## config.mk

```make
export PLATFORM = sky130hd
export DESIGN_NAME = fir4b_seq
export DESIGN_NICKNAME = d
export VERILOG_FILES = /design/src/rtl/fir4b_pkg.sv /design/src/rtl/fir4b_seq.sv
export SDC_FILE = /design/constraint.sdc
export NUM_CORES = 1
export LEC_CHECK = 0
export BUFFER_PORTS_ARGS = -buffer_cell sky130_fd_sc_hd__buf_2
export CAP_MARGIN = 10
export CORE_AREA = 5 5 42 44
export DETAILED_ROUTE_END_ITERATION = 8
export DIE_AREA = 0 0 47 49
export GPL_ROUTABILITY_DRIVEN = 0
export GPL_TIMING_DRIVEN = 0
export HOLD_SLACK_MARGIN = 0.15
export PLACE_DENSITY = 0.38
export SETUP_SLACK_MARGIN = 0.02
export SKIP_CTS_REPAIR_TIMING = 1
export SLEW_MARGIN = 20
export SYNTH_ARGS = -nofsm -noshare
export SYNTH_HDL_FRONTEND = slang
export SYNTH_SLANG_ARGS = --single-unit
```

## constraint.sdc

```tcl
create_clock -name clk -period 1.55 [get_ports clk]
set_clock_uncertainty 0.05 [all_clocks]
set_input_delay 0 -clock clk [delete_from_list [all_inputs] [get_ports clk]]
set_output_delay 0 -clock clk [all_outputs]
set_load 0.01 [all_outputs]
```

## src/rtl/fir4b_pkg.sv

```systemverilog
// Shared types, sizes and codes of the four-bank FIR filter.
package fir4b_pkg;

    localparam int TAPS  = 64;
    localparam int BANKS = 4;

    localparam int TAP_W  = (TAPS > 1) ? $clog2(TAPS) : 1;
    localparam int BANK_W = (BANKS > 1) ? $clog2(BANKS) : 1;
    localparam int CA_W   = (BANKS * TAPS > 1) ? $clog2(BANKS * TAPS) : 1;
    localparam int ACC_W  = 32 + $clog2(TAPS);
    localparam int FRAC_W = 15;

    localparam logic signed [ACC_W-1:0] SAT_MAX = ACC_W'(32767);
    localparam logic signed [ACC_W-1:0] SAT_MIN = ACC_W'(-32768);

    localparam logic KIND_SAMPLE = 1'b0;
    localparam logic KIND_COEF   = 1'b1;

    typedef struct packed {
        logic               kind;
        logic signed [15:0] sample_in;
        logic [1:0]         coef_bank;
        logic [5:0]         coef_index;
        logic signed [15:0] coef_value;
    } req_t;

    typedef struct packed {
        logic signed [15:0] sample_out;
        logic               clipped;
    } rsp_t;

    // Control word fields that leave the sequencer.
    typedef struct packed {
        logic ready;
        logic rd_en;
        logic out_load;
    } ctl_t;

    // Conditions that the datapath reports back to the sequencer.
    typedef struct packed {
        logic sample_go;
        logic tap_last;
        logic out_free;
    } stat_t;

endpackage

```

## src/rtl/fir4b_seq.sv

```systemverilog
// Microcoded sequencer: step counter, control ROM and jump logic.
module fir4b_seq
(
    input  logic            clk,
    input  logic            rst_n,
    input  fir4b_pkg::stat_t stat,
    output fir4b_pkg::ctl_t  ctl
);

    localparam logic [2:0] STEP_IDLE  = 3'd0;
    localparam logic [2:0] STEP_MAC   = 3'd1;
    localparam logic [2:0] STEP_DRN_A = 3'd2;
    localparam logic [2:0] STEP_DRN_B = 3'd3;
    localparam logic [2:0] STEP_OUT   = 3'd4;

    localparam logic [1:0] JC_ALWAYS   = 2'd0;
    localparam logic [1:0] JC_SAMPLE   = 2'd1;
    localparam logic [1:0] JC_TAP_LAST = 2'd2;
    localparam logic [1:0] JC_OUT_FREE = 2'd3;

    typedef struct packed {
        fir4b_pkg::ctl_t ctl;
        logic [1:0]      jc;
        logic [2:0]      target;
    } uword_t;

    function automatic uword_t rom(input logic [2:0] step);
        uword_t w;
        w = '{ctl: '{ready: 1'b0, rd_en: 1'b0, out_load: 1'b0},
              jc: JC_ALWAYS, target: STEP_IDLE};
        case (step)
            STEP_IDLE:
            begin
                w.ctl.ready = 1'b1;
                w.jc        = JC_SAMPLE;
                w.target    = STEP_MAC;
            end
            STEP_MAC:
            begin
                w.ctl.rd_en = 1'b1;
                w.jc        = JC_TAP_LAST;
                w.target    = STEP_DRN_A;
            end
            STEP_DRN_A:
            begin
                w.target = STEP_DRN_B;
            end
            STEP_DRN_B:
            begin
                w.target = STEP_OUT;
            end
            STEP_OUT:
            begin
                w.ctl.out_load = 1'b1;
                w.jc           = JC_OUT_FREE;
                w.target       = STEP_IDLE;
            end
            default:
            begin
                w.target = STEP_IDLE;
            end
        endcase
        return w;
    endfunction

    logic [2:0] step_reg;
    logic [2:0] step_next;
    uword_t     uw;
    logic       take;

    assign uw  = rom(step_reg);
    assign ctl = uw.ctl;

    always_comb
    begin
        case (uw.jc)
            JC_ALWAYS:   take = 1'b1;
            JC_SAMPLE:   take = stat.sample_go;
            JC_TAP_LAST: take = stat.tap_last;
            JC_OUT_FREE: take = stat.out_free;
            default:     take = 1'b1;
        endcase
        step_next = take ? uw.target : step_reg;
    end

    always_ff @(posedge clk or negedge rst_n)
    begin
        if (!rst_n)
        begin
            step_reg <= STEP_IDLE;
        end
        else
        begin
            step_reg <= step_next;
        end
    end

endmodule

```

==> run metrics, run 1 <==
Critical Path Sink=ctl[0]; R2R depth=2; Final period util=0.830; Vias=approximately 170; synthesized area per cell=about 10 sq um; Largest register FFs=3; Synth Warn #=0; Initial Utilization=0.125; number of flops mapped to enable cells by yosys=0; CP Cell Sequence=nor3b_1, buf_4, buf_2; Inst Count DP=41; crit path time final=1.29 ns; filler cell count=roughly 170; Clock power frac=0.255; crit-path max cell delay=between 0.4 and 0.5 ns; placeable core region=approximately 0.0014 sq mm; Slew @ Worst Pin=about 0.27 ns; worst vdd ir=between 500 and 600 uV; fmax=0.778 GHz; number of global-route vias before repair=between 150 and 200; DRC errors left=0; crit end category=output pin; Longest Clk Path Bufs=2; drt first pass iters=1; FF+latch area=75.1 sq um; post-route ant nets=0; via density per instance=3.46; DRT Wirelength=about 380 microns; Synth Register Bits=3; total grt overflow=0; Post-synth top cells=buf_4, dfrtp_1, a21oi_1, nor2b_1; clk root buf=clkbuf_4; outcome=completed; Num CTS Buffers=3; IO Pins=8; Detail Placement HPWL=285 microns; initial antenna violation count=0; crit path buf inv count=2; synthesized area=~180 sq um; first-pass GRT wire length=586 microns; share of cells above drive strength 1=0.382; main area contributors after synthesis=dfrtp_1, buf_4, nor2b_1; WS Path Type=register to output pin; leakage=about 0.15 nW; Synth top area share=0.429; max_cap viols=0; die width=approximately 47 microns; H-tree Lvls=1; Gate power share=0.444; Synth area leader=dfrtp_1; diode count=0; Crit path depth=3; Nets=40; Worst Path Required=1.50 ns; Int Pwr=roughly 0.00036 W; Die ar.=between 0.002 and 0.0025 sq mm; crit path launch type=register; clock sinks=3; cell family with most CP delay=flip-flops; Routed WL per cell=around 7.5 microns; HP Class=register to register; drt initial violations=0; CTS tree=built; critical path peak fanout=8; critical path arrival=about 1.2 ns; hold_sp=step_reg[2]; Sw Ratio=0.325; Gate Count Post-Synth=18; setup violators final=0; final setup TNS=0 ns; RSZ-0062 raised after global routing=false; r2r setup slk=between 0.4 and 0.5 ns; port buffer count=7; Global Route Usage Sum=0.0367; clock slew at reported path FFs=approximately 0.04 ns; clock latency on the worst-skew pair=0.23 ns; Psw=~0.00017 W; worst setup path start=step_reg[1]; relative max-transition margin=0.820; area of the multi-input gates=roughly 74 sq um; ys async rst share=1.00; pwr/cell area=between 1500 and 2000 mW/mm^2; Yosys cell types=12; Die Y=just under 50 microns; largest net degree at the start of global routing=9; final hold violation count=0; Non-Filler Instances=50; post-synthesis sequential area ratio=0.429; worst flop-to-flop path startpoint=step_reg[1]; Final Max Slew Viols=0; post-synth net total=23; slowest CP cell=dfrtp_1; worst r2r dst=step_reg[0]; Cell Rows=14; most common flop cell mapped by yosys=dfrtp_1; Flop pwr share=0.301; P&R area growth vs syn=75.0%
==> worst min-delay path by stage <==
stage | to | slack [ns] | depth (start not counted)
2_1_floorplan | step_reg[0] | -0.35 | 0
3_3_place_gp | step_reg[0] | -0.26 | 1
3_5_place_dp | step_reg[0] | -0.25 | 1
4_1_cts | step_reg[0] | -0.50 | 1
5_1_grt | step_reg[1] | 0.49 | 1
6_report | step_reg[0] | 0.45 | 1
==> power groups by stage <==
| stage | registers [W] | clock network, W | logic (W) |
|---|---|---|---|
| 3_3_place_gp | 0.000161 | 0 | 0.000230 |
| 6_report | 0.000160 | 0.000136 | 0.000236 |
| 4_1_cts | 0.000161 | 0.000143 | 0.000232 |
| 3_5_place_dp | 0.000162 | 0 | 0.000231 |
| 5_1_grt | 0.000175 | 0.000143 | 0.000260 |
| 2_1_floorplan | 0.000151 | 0 | 0.000172 |
==> worst reg2reg max path, stage by stage (launching register included) <==
cell and delay [ns]:
dfrtp_1 0.43, or3b_1 0.39, a21oi_1 0.15
==> metrics by stage <==
step | utilization | hold WS (ns) | power, W | cell area [sq um] | setup WS (ns)
floorplan | - | -0.346 | 0.000323 | 175 | 0.513
global placement | 0.164 | -0.255 | 0.000391 | 230 | 0.440
detailed placement | 0.164 | -0.252 | 0.000393 | 230 | 0.448
CTS | 0.183 | -0.502 | 0.000536 | 256 | 0.260
global route | 0.219 | 0.493 | 0.000578 | 307 | 0.173
finish | 0.219 | 0.451 | 0.000532 | 307 | 0.264
==> area by class of cell <==
type	instances	share of cell area
timing repair buffer	12	0.278
sequential	3	0.245
multi-input combinational	11	0.241
clock buffer	4	0.0857
buffer	3	0.0735
tap	16	0.0653
inverter	1	0.0122
==> per-layer routing <==
layer / part of all wire / vias up / GRT usage
li1: - / 90 / -
met1: 0.39 / 79 / 0.0442
met2: 0.51 / 4 / 0.0452
met3: 0.093 / 0 / 0.0111
met4: 0 / 0 / 0.0415
met5: 0 / - / 0
==> cells in the final DEF, fill, tap and decap left out <==
cell type	netlist	routed
a21oi_1	2	2
clkbuf_1	0	1
buf_4	3	3
nor2b_1	2	2
or3b_1	1	1
nor3b_1	1	1
inv_1	1	1
nand3b_1	1	1
nand2b_1	1	1
buf_2	0	7
a22o_1	1	1
nor3_1	1	1
o21bai_1	1	1
dlygate4sd3_1	0	5
clkbuf_4	0	3
dfrtp_1	3	3
==> cells by family (layout without fill, tap and decap cells) <==
kind of cell,after synthesis,in the layout,synth area share
simple gates,7,7,0.271
compound gates,4,4,0.150
flops,3,3,0.429
buf+inv,4,20,0.150
Power figures use the tool's default switching activity.
==> run 2, diff against run 1 <==
--- a/config.mk
+++ b/config.mk
@@ -5,6 +5,7 @@
 export SDC_FILE = /design/constraint.sdc
 export NUM_CORES = 1
 export LEC_CHECK = 0
+export ABC_AREA = 1
 export BUFFER_PORTS_ARGS = -buffer_cell sky130_fd_sc_hd__buf_2
 export CAP_MARGIN = 10
 export CORE_AREA = 5 5 42 44
@@ -13,7 +14,7 @@
 export GPL_ROUTABILITY_DRIVEN = 0
 export GPL_TIMING_DRIVEN = 0
 export HOLD_SLACK_MARGIN = 0.15
-export PLACE_DENSITY = 0.38
+export PLACE_DENSITY = 0.42
 export SETUP_SLACK_MARGIN = 0.02
 export SKIP_CTS_REPAIR_TIMING = 1
 export SLEW_MARGIN = 20
==> constraint.sdc (replaced) <==
create_clock -name clk -period 1.1 [get_ports clk]
set_clock_uncertainty 0.05 [all_clocks]
set_input_delay 0 -clock clk [delete_from_list [all_inputs] [get_ports clk]]
set_output_delay 0 -clock clk [all_outputs]
set_load 0.01 [all_outputs]
==> run 2 against run 1 <==
The run now ends with negative setup slack left. Worst setup slack lost 0.35 ns. Utilization grew 3.1 points. Critical path depth is the same. First-iteration DRC count grew 1. Clock power grew 42%. Total power grew 100%. Count of clock-buffer cells in the layout is the same. Worst hold slack lost 0.34 ns. Sequential power grew 68%. Cell count grew 22%.
==> run metrics, run 2 <==
Synth Warn #=0 (unchanged); Routed WL per cell=9.08 microns (was 7.52 microns); total grt overflow=0 (unchanged); outcome=complete, but fails checks (was completed); final hold violation count=0 (unchanged); final instance area=350 sq um (was 307 sq um); diode count=0 (unchanged); fmax=0.843 GHz; Layout Utilization=0.250 (was 0.219); number of global-route vias before repair=210 (was 158); Cell Rows=14 (unchanged); post-synthesis sequential area ratio=0.357 (was 0.429); RSZ-0062 raised after global routing=true (was false); Slew @ Worst Pin=0.172 ns (was 0.270 ns); final hold slack=0.114 ns (was 0.451 ns); IO Pins=8 (unchanged); ys async rst share=1.00 (unchanged); Yosys cell types=12 (unchanged); critical path peak fanout=6 (was 8); final setup margin=-0.0861 ns (was 0.264 ns); Post-synth top cells=nand2_1, nor2_1 (was buf_4, dfrtp_1, a21oi_1, nor2b_1); Final period util=1.08; Nets=51 (was 40); leakage=0.183 nW (was 0.149 nW); placed instance area=265 sq um (was 230 sq um); Vias=244 (was 173); clock sinks=3 (unchanged); Synth top area share=0.357 (was 0.429); worst flop-to-flop path startpoint=step_reg[2] (was step_reg[1]); max_cap viols=0 (unchanged); clk root buf=clkbuf_4 (unchanged); placeable core region=0.00140 sq mm (unchanged); crit path launch type=register (unchanged); crit path time final=1.19 ns; DRT Wirelength=554 microns (was 376 microns); Final Total Pwr=0.00107 W (was 0.000532 W); H-tree Lvls=1 (unchanged); post-route ant nets=0 (unchanged); Synth Register Bits=3 (unchanged); first-pass GRT wire length=793 microns (was 586 microns); Gate Count Post-Synth=31 (was 18); pwr/cell area=3050 mW/mm^2 (was 1740 mW/mm^2); synthesized area per cell=6.78 sq um (was 9.73 sq um); critical path arrival=1.14 ns (was 1.24 ns); drt initial violations=1 (was 0); Die Y=49 microns (unchanged); Die ar.=0.00230 sq mm (unchanged); P&R area growth vs syn=66.7% (was 75.0%); drt first pass iters=2 (was 1); Num CTS Buffers=3 (unchanged); main area contributors after synthesis=dfrtp_1, buf_4, nand2_1 (was dfrtp_1, buf_4, nor2b_1); number of flops mapped to enable cells by yosys=0 (unchanged); worst setup path start=step_reg[1] (unchanged); most frequent cells in the layout=buf_2, nor2_1, nand2_1, buf_4 (was buf_2, dlygate4sd3_1, buf_4, clkbuf_4, dfrtp_1); post-synth net total=36 (was 23); relative max-transition margin=0.884 (was 0.820); failing checks=negative setup slack; largest net degree at the start of global routing=8 (was 9); worst r2r dst=step_reg[1] (was step_reg[0]); Largest register FFs=3 (unchanged); Longest Clk Path Bufs=2 (unchanged); Critical Path Sink=ctl[1] (was ctl[0]); Worst Path Required=1.05 ns (was 1.50 ns); Detail Placement HPWL=373 microns (was 285 microns); DRC errors left=0 (unchanged); clock slew at reported path FFs=0.03 ns (was 0.04 ns); CTS tree=built (unchanged); WS Path Type=register to output pin (unchanged); port buffer count=7 (unchanged); setup violators final=5 (was 0); most common flop cell mapped by yosys=dfrtp_1 (unchanged); Initial Utilization=0.150 (was 0.125); HP Class=input port to register (was register to register); most common cell after layout, fill and taps aside=buf_2 (unchanged); Final Max Slew Viols=0 (unchanged); clock latency on the worst-skew pair=0.23 ns (about the same); Synth area leader=dfrtp_1 (unchanged); r2r setup slk=-0.03 ns (was 0.45 ns); via density per instance=4.00 (was 3.46); share of cells above drive strength 1=0.511 (was 0.382); Global Route Usage Sum=0.0487 (was 0.0367); initial antenna violation count=0 (unchanged); crit end category=output pin (unchanged); worst vdd ir=953 uV (was 551 uV); synthesized area=210 sq um (was 175 sq um); R2R depth=6 (was 2); die width=47 microns (unchanged)
run 2: how the worst min path moves through the flow:
stage / start / to / slack (ns) / depth (start not counted)
floorplan: rst_n / step_reg[0] / -0.35 / 0
global placement: rst_n / step_reg[2] / -0.25 / 1
detailed placement: rst_n / step_reg[2] / -0.25 / 1
CTS: rst_n / step_reg[2] / -0.50 / 1
global route: stat[1] / step_reg[0] / 0.17 / 5
finish: stat[0] / step_reg[0] / 0.11 / 4
run 2: final cells by class:
class,count,area (sq um)
Timing Repair Buffer,10,75.1
Inverter,4,15.0
Fill cell,179,1050
Multi-Input combinational cell,21,113
Clock buffer,4,26.3
Buffer,3,22.5
Sequential cell,3,78.8
Tap cell,16,20.0
run 2: cells by family after synthesis:
family,Yosys count,synth area share
flip-flops,3,0.357
AND/OR/NAND/NOR,18,0.381
AO/OA/AOI/OAI,3,0.0833
buffers and inverters,7,0.179
run 2: worst max-delay path, stage by stage (launching register included):
cell and delay, ns:
dfrtp_2 0.44, nor3_2 0.22, buf_4 0.13, buf_2 0.11
run 2: where the power goes:
part | internal, W | switching, W | total [W]
Sequential | 0.000172 | 0.0000952 | 0.000268
Combinational | 0.000313 | 0.000296 | 0.000609
Clock | 0.000136 | 0.0000573 | 0.000193
Total | 0.000621 | 0.000449 | 0.00107
run 2: metal layers:
| layer | vias to the layer above | GRT usage | wire (microns) |
|---|---|---|---|
| li1 | 131 | - | - |
| met1 | 109 | 0.0553 | 227 |
| met2 | 4 | 0.0611 | 293 |
| met3 | 0 | 0.0295 | 33 |
| met4 | 0 | 0.0415 | 0 |
| met5 | - | 0 | 0 |
run 2: metrics by stage:
stage	std cells	TNS, ns	setup slack [ns]
detailed placement	54	-0.0428	-0.0283
global route	61	-0.666	-0.163
global placement	54	-0.0789	-0.0526
finish	61	-0.213	-0.0861
floorplan	31	0	0.0701
CTS	58	-0.465	-0.170
